==> src/sv/wma_pkg.sv <==
package wma_pkg;

   localparam int WINDOW_DEPTH = 64;
   localparam int SAMPLE_BITS  = 16;
   localparam int ADDR_BITS    = (WINDOW_DEPTH > 1) ? $clog2(WINDOW_DEPTH) : 1;
   // window_size and fill_count are fixed 7-bit fields
   localparam int COUNT_BITS   = 7;
   // wide enough for WINDOW_DEPTH full-scale samples
   localparam int SUM_BITS     = SAMPLE_BITS + $clog2(WINDOW_DEPTH);
   localparam int STEP_BITS    = $clog2(SUM_BITS + 1);

   localparam logic [COUNT_BITS-1:0] WINDOW_RESET = COUNT_BITS'(8);

endpackage

==> src/sv/windowed_moving_average.sv <==
// Windowed moving average over a ring of up to WINDOW_DEPTH samples.
// Path: the input transfer enters S_UPDATE, then SUM_BITS = 22 restoring divide
//    steps in S_DIV, then S_DONE loads the output register once it is free.
// Flow: one item at a time, as req_ready is high only in S_IDLE; the serial divider
//    yields one quotient bit per cycle; a bypass item goes straight to S_DONE.
// Reset: window_size returns to 8, position, count and sum clear; no ring clear.
module windowed_moving_average import wma_pkg::*; (
   input  logic                          clock,
   input  logic                          reset,
   // input channel
   input  logic                          req_valid,
   output logic                          req_ready,
   input  logic signed [SAMPLE_BITS-1:0] req_sample,
   // result channel
   output logic                          rsp_valid,
   input  logic                          rsp_ready,
   output logic signed [SAMPLE_BITS-1:0] rsp_average,
   output logic        [COUNT_BITS-1:0]  rsp_fill_count,
   // configuration
   input  logic                          csr_write_enable,
   input  logic        [COUNT_BITS-1:0]  csr_write_data
);

   typedef enum logic [3:0] {
      S_IDLE   = 4'b0001,
      S_UPDATE = 4'b0010,
      S_DIV    = 4'b0100,
      S_DONE   = 4'b1000
   } state_type;

   // Control state
   state_type                    state_ff, state_in;
   logic [COUNT_BITS-1:0]        window_ff, window_in;
   logic [ADDR_BITS-1:0]         wr_pos_ff, wr_pos_in;
   logic [COUNT_BITS-1:0]        count_ff, count_in;
   logic signed [SUM_BITS-1:0]   sum_ff, sum_in;
   logic [STEP_BITS-1:0]         step_ff, step_in;
   logic                         rsp_valid_ff, rsp_valid_in;

   // Per-item payload
   logic signed [SAMPLE_BITS-1:0] sample_ff, sample_in;
   logic [ADDR_BITS-1:0]          pos_ff, pos_in;
   logic [COUNT_BITS-1:0]         divisor_ff, divisor_in;
   logic [SUM_BITS-1:0]           quo_ff, quo_in;
   logic [COUNT_BITS-1:0]         rem_ff, rem_in;
   logic                          neg_ff, neg_in;
   logic signed [SAMPLE_BITS-1:0] avg_ff, avg_in;
   logic [COUNT_BITS-1:0]         fill_ff, fill_in;

   // Ring memory: one write port, one registered read port
   logic [SAMPLE_BITS-1:0] ring_mem [WINDOW_DEPTH];
   logic [SAMPLE_BITS-1:0] ring_rdata_ff;
   logic                   ring_re;
   logic [ADDR_BITS-1:0]   ring_raddr;
   logic                   ring_we;

   // Datapath helpers
   logic [COUNT_BITS-1:0]       win_eff;
   logic [ADDR_BITS-1:0]        pos_eff;
   logic [ADDR_BITS-1:0]        pos_next;
   logic                        req_xfer;
   logic                        slot_free;
   logic                        ring_full;
   logic signed [SUM_BITS-1:0]  old_term;
   logic signed [SUM_BITS-1:0]  new_sum;
   logic [SUM_BITS-1:0]         new_mag;
   logic [COUNT_BITS:0]         shifted;
   logic [COUNT_BITS+1:0]       diff;
   logic [SUM_BITS-1:0]         quo_signed;

   assign req_xfer  = req_valid && req_ready;
   assign slot_free = !rsp_valid_ff || rsp_ready;

   // Saturate oversized windows at the ring depth
   assign win_eff = (32'(window_ff) > WINDOW_DEPTH) ? COUNT_BITS'(WINDOW_DEPTH) : window_ff;

   // Wrap a stray position before it is used
   assign pos_eff  = (32'(wr_pos_ff) >= 32'(win_eff)) ? '0 : wr_pos_ff;
   assign pos_next = (32'(pos_ff) + 32'd1 >= 32'(win_eff)) ? '0 : pos_ff + 1'b1;

   // Read the entry about to be overwritten at the transfer; the data lands in
   // S_UPDATE. The previous write finished before S_IDLE, so no forwarding.
   assign ring_re    = req_xfer;
   assign ring_raddr = pos_eff;
   assign ring_we    = (state_ff == S_UPDATE);

   // Sum update: add the new sample, drop the overwritten one once full
   assign ring_full = (count_ff >= win_eff);
   assign old_term  = ring_full ? SUM_BITS'($signed(ring_rdata_ff)) : '0;
   assign new_sum   = sum_ff + SUM_BITS'(sample_ff) - old_term;
   assign new_mag   = new_sum[SUM_BITS-1] ? SUM_BITS'(-new_sum) : SUM_BITS'(new_sum);

   // One restoring divide step: shift in the next dividend bit, try subtract
   assign shifted = {rem_ff, quo_ff[SUM_BITS-1]};
   assign diff    = {1'b0, shifted} - {2'b00, divisor_ff};

   // Restore the sign; truncation toward zero falls out of dividing magnitudes
   assign quo_signed = neg_ff ? (~quo_ff + 1'b1) : quo_ff;

   always_comb begin
      state_in     = state_ff;
      window_in    = window_ff;
      wr_pos_in    = wr_pos_ff;
      count_in     = count_ff;
      sum_in       = sum_ff;
      step_in      = step_ff;
      rsp_valid_in = rsp_valid_ff;
      sample_in    = sample_ff;
      pos_in       = pos_ff;
      divisor_in   = divisor_ff;
      quo_in       = quo_ff;
      rem_in       = rem_ff;
      neg_in       = neg_ff;
      avg_in       = avg_ff;
      fill_in      = fill_ff;

      // Drop the output once the consumer takes it
      if (rsp_valid_ff && rsp_ready) begin
         rsp_valid_in = 1'b0;
      end

      unique case (state_ff)
         S_IDLE: begin
            if (req_xfer) begin
               sample_in = req_sample;
               pos_in    = pos_eff;
               if (win_eff == '0) begin
                  // Bypass: pass the sample through, leave the state alone
                  quo_in     = SUM_BITS'(req_sample);
                  neg_in     = 1'b0;
                  divisor_in = '0;
                  state_in   = S_DONE;
               end else begin
                  state_in = S_UPDATE;
               end
            end
         end
         S_UPDATE: begin
            sum_in     = new_sum;
            count_in   = ring_full ? win_eff : count_ff + 1'b1;
            wr_pos_in  = pos_next;
            divisor_in = ring_full ? win_eff : count_ff + 1'b1;
            quo_in     = new_mag;
            neg_in     = new_sum[SUM_BITS-1];
            rem_in     = '0;
            step_in    = STEP_BITS'(SUM_BITS);
            state_in   = S_DIV;
         end
         S_DIV: begin
            if (diff[COUNT_BITS+1]) begin
               rem_in = shifted[COUNT_BITS-1:0];
            end else begin
               rem_in = diff[COUNT_BITS-1:0];
            end
            quo_in  = {quo_ff[SUM_BITS-2:0], ~diff[COUNT_BITS+1]};
            step_in = step_ff - 1'b1;
            if (step_ff == STEP_BITS'(1)) begin
               state_in = S_DONE;
            end
         end
         S_DONE: begin
            // Hold the result until the output register is free
            if (slot_free) begin
               avg_in       = quo_signed[SAMPLE_BITS-1:0];
               fill_in      = divisor_ff;
               rsp_valid_in = 1'b1;
               state_in     = S_IDLE;
            end
         end
         default: begin
            state_in = S_IDLE;
         end
      endcase

      // A window write clears the running state; it must arrive only while idle, which the block does not enforce
      if (csr_write_enable) begin
         window_in = csr_write_data;
         wr_pos_in = '0;
         count_in  = '0;
         sum_in    = '0;
      end
   end

   always_ff @(posedge clock) begin
      if (reset) begin
         state_ff     <= S_IDLE;
         window_ff    <= WINDOW_RESET;
         wr_pos_ff    <= '0;
         count_ff     <= '0;
         sum_ff       <= '0;
         step_ff      <= '0;
         rsp_valid_ff <= 1'b0;
      end else begin
         state_ff     <= state_in;
         window_ff    <= window_in;
         wr_pos_ff    <= wr_pos_in;
         count_ff     <= count_in;
         sum_ff       <= sum_in;
         step_ff      <= step_in;
         rsp_valid_ff <= rsp_valid_in;
      end
   end

   always_ff @(posedge clock) begin
      sample_ff  <= sample_in;
      pos_ff     <= pos_in;
      divisor_ff <= divisor_in;
      quo_ff     <= quo_in;
      rem_ff     <= rem_in;
      neg_ff     <= neg_in;
      avg_ff     <= avg_in;
      fill_ff    <= fill_in;
   end

   always_ff @(posedge clock) begin
      if (ring_we) begin
         ring_mem[pos_ff] <= sample_ff;
      end
      if (ring_re) begin
         ring_rdata_ff <= ring_mem[ring_raddr];
      end
   end

   assign req_ready      = (state_ff == S_IDLE);
   assign rsp_valid      = rsp_valid_ff;
   assign rsp_average    = avg_ff;
   assign rsp_fill_count = fill_ff;

endmodule

==> config.mk <==
export PLATFORM = sky130hd
export DESIGN_NAME = windowed_moving_average
export DESIGN_NICKNAME = d
export VERILOG_FILES = /design/src/sv/wma_pkg.sv /design/src/sv/windowed_moving_average.sv
export SDC_FILE = /design/constraint.sdc
export NUM_CORES = 2
export LEC_CHECK = 0
export BUFFER_PORTS_ARGS = -buffer_cell sky130_fd_sc_hd__buf_2
export CORE_ASPECT_RATIO = 1.1
export CORE_MARGIN = 2
export CORE_UTILIZATION = 30
export CTS_CLUSTER_DIAMETER = 150
export DETAILED_ROUTE_END_ITERATION = 6
export HOLD_SLACK_MARGIN = 0.08
export SLEW_MARGIN = 10
export SYNTH_ARGS = -nofsm -noshare
export SYNTH_HDL_FRONTEND = slang
export SYNTH_SLANG_ARGS = --single-unit
==> constraint.sdc <==
create_clock -name clock -period 6.1 [get_ports clock]
set_input_delay 0.61 -clock clock [delete_from_list [all_inputs] [get_ports clock]]
set_output_delay 0.61 -clock clock [all_outputs]
set_load 0.005 [all_outputs]
==> flow_summary.ini <==
[timing]
max_slew_margin_pct = 26.06
tns_ps = 0
fmax_mhz = 176.1
setup_viol = 0
finalCritPeriodShare_pct = 93.11
tightest_slew_ps = 1102
rsz0062_at_grt = no
slew_viol_final = 0
period_needed_ps = 5680
hold_viol = 0
finClkSkew_ps = 108.6

[pwr]
power_frac_comb_pct = 17.9
p_int_mw = 14.83
pwr-share-seq_pct = 47.0
power_density_nw_per_um2 = 360.4
p_clk_share_pct = 35.1
switchingPower_mw = 5.755
switching_share_pct = 27.96
p_leak_nw = 18.19
vdd_drop_max_mv = 0.3268

[synthesis]
avgSynthCellArea_um2 = 15.05
synth_common_cells = 1122 x edfxtp_1, 299 x nor2_1, 223 x a21oi_1
ys.warnings.count = 0
synth_cell_types = 87
synth-seq-cells = 1174
yosysSeqAreaShare_pct = 69.79
synth_most_common_cell = edfxtp_1
synth_nets = 3412
synth-edff-count = 1122
async_flop_share_pct = 0
synth_top_cell_area_share_pct = 67.70
syn_inst = 3307
syn_area_um2 = 49770
synth_top_area_cell = edfxtp_1
netlist_top_cells_area = edfxtp_1 68%, mux4_2 5.8%, mux2i_1 2.8%
synthFlopType = edfxtp_1

[worst_setup_path]
rr_endpoint = quo_ff[18]$_DFFE_PP_
cp_slowest_cell = or3_4
cp_top_family = compound AO/OA/AOI/OAI gates
path_cells = inv_1 -> nand2_1 -> ha_1 -> nand2_1 -> o21ai_0 -> a31oi_1 -> or3_4 -> nor2b_1 -> fa_1 -> inv_1 -> ha_1 -> a211oi_1 -> o211ai_1 -> a2111oi_1 -> nor3_2 -> a211o_1 -> and4bb_2 -> a41oi_1 -> xnor2_1 -> o21ai_1
r2r_setup_slack_ps = 420
cp-start-kind = flop
critical_path_class = reg -> reg
cp.required_ps = 6560
crit_buf_inv = 2
worstPathArrival_ps = 6140
worstSetupEndpointType = flop
worst_path_largest_cell_delay_ps = 510
worstReg2RegStart = window_ff[6]$_SDFFE_PP0P_
crit_path_max_fanout = 16
ff2ff_path_depth = 20

[clocking]
cts_root_buf = clkbuf_16
cts_tree = done
htree_num_levels = 3
cts.clk_slew.worst_paths_ps = 70
cts_sinks = 1174
insertion_delay_ps = 770
clockBufferDepth = 3
post-cts-setup-buffer-count = 0
numCtsBuffers = 115

[cells_and_area]
final_area_um2 = 57120
final_nets = 3527
layout.cells.non_filler = 5733
drive_above_1_share_pct = 15.20
fin_util_pct = 34.71
area_growth_pct = 14.77

[floorplan]
die-area_um2 = 169200
start_util_pct = 30.25
num_io_pins = 53
die_x_um = 392.4
die_height_um = 431.2
core_area_um2 = 164500
rows = 156

[drt]
postRouteAntennaNets = 0
wl_mm = 123.6
drc_errors = 0
highest_layer = met4
vias = 28710
met1_length_mm = 53.22
dr_wl_met2_mm = 58.75
viasPerCell = 5.008
dr_wl_met3_mm = 7.291
drt_iter0_markers = 2674
wire_per_inst_um = 21.56
firstDrtPassIters = 6

[run]
timing.max_cap.violations = 0

[grt]
grtUsageTotal_pct = 14.32
grt_pass1_vias = 28010
grt_pass1_wl_mm = 183.4
grt_max_degree = 139
antenna_found_initial = 2
grt_overflow = 0

[placement]
dp.cells = 5498
placed_area_um2 = 53070
place.gp.congestion = 0.8269
post-dp-hpwl_mm = 72.77
io_buffers = 52

[worst_hold_path]
hp-class = in -> reg
hp-start = req_sample[15]
hold_path_depth = 1
hold_end = sample_ff[15]$_DFFE_PP_

[status]
outcome = complete, no violations
==> cells in the final DEF, fill, tap and decap left out, types with 17 or more instances in the layout <==
master,instances
clkbuf_1,28
clkbuf_16,115
nand2_1,205
a21o_1,48
nor2_1,299
mux4_2,128
o21ai_1,21
inv_1,106
a311oi_1,33
nor2b_1,39
ha_1,55
clkinv_2,17
a31oi_1,38
a221oi_1,33
buf_4,124
clkinv_1,26
nor3b_1,17
or4_1,18
buf_2,52
edfxtp_1,1122
a211oi_1,31
nand3_1,53
fa_1,22
dlygate4sd3_1,19
a21oi_1,223
xnor2_1,50
dfxtp_1,49
mux2i_1,139
a32oi_1,32
o21ai_0,133
==> power groups by stage <==
stage          logic, mW  registers (mW)  clock network (mW)
5_1_grt             4.05            9.69                7.65
6_report            3.68            9.68                7.22
2_1_floorplan       2.34            10.0                   0
4_1_cts             3.68            9.67                7.37
3_3_place_gp        3.57            9.84                   0
3_5_place_dp        3.65            9.84                   0
==> cell type report <==
type	count	area, um2
Clock inverter	72	867.1
Fill cell	15590	107400
Antenna cell	1	2.502
Multi-Input combinational cell	1822	13850
Inverter	108	405.4
Timing Repair Buffer	201	1501
Tap cell	2212	2768
Sequential cell	1174	34740
Clock buffer	143	2983
==> metrics by stage <==
step           power (mW)  hold WS (ps)  setup slack, ps
2_1_floorplan       12.36         426.4            797.2
3_3_place_gp        13.41         444.0            383.5
3_5_place_dp        13.49         448.5            260.8
4_1_cts             20.72         82.48            236.8
5_1_grt             21.40         109.7            6.002
6_report            20.58         125.1            420.4
==> repair_timing <==
action,CTS,global route
endpoints found under the setup margin,0,18
hold buffers,19,0
hold endpoints to repair,19,0
resized for setup,0,1
==> layer usage <==
layer,global-route usage (%),vias to the layer above
met5,0,-
met4,5.479,0
met3,2.052,174
met2,23.21,933
met1,19.41,14610
li1,-,12990
==> logic make-up (layout without fill, tap and decap cells) <==
family                     count (synthesis)  count (layout)  synth area share (%)
other                                      0               1                     0
AOI/OAI and AO/OA                        677             677                 8.704
adders and majority gates                 77              77                 2.268
muxes                                    283             283                 8.950
xor gates and xnor gates                  67              67                 1.209
DFF                                     1174            1174                 69.79
and+or+nand+nor                          718             718                 6.594
buffers and inverters                    311             524                 2.486
==> flip-flops by register name (all words and copies together), names as in the netlist <==
register / flops
sum_ff: 22
count_ff: 7
quo_ff: 22
sample_ff: 16
divisor_ff: 7
state_ff: 4
ring_rdata_ff: 16
rsp_valid: 1
rsp_average: 16
ring_mem: 1024
step_ff: 5
window_ff: 7
pos_ff: 6
wr_pos_ff: 6
neg_ff: 1
rem_ff: 7
rsp_fill_count: 7
==> worst max-delay path by stage <==
stage / startpoint / to / cells after the start
detailed placement: window_ff[6]$_SDFFE_PP0P_ / quo_ff[18]$_DFFE_PP_ / 19
global placement: window_ff[6]$_SDFFE_PP0P_ / quo_ff[19]$_DFFE_PP_ / 19
CTS: window_ff[6]$_SDFFE_PP0P_ / quo_ff[18]$_DFFE_PP_ / 19
finish: window_ff[6]$_SDFFE_PP0P_ / quo_ff[18]$_DFFE_PP_ / 20
floorplan: window_ff[6]$_SDFFE_PP0P_ / quo_ff[11]$_DFFE_PP_ / 24
global route: window_ff[6]$_SDFFE_PP0P_ / quo_ff[18]$_DFFE_PP_ / 20
Power figures use the tool's default switching activity.
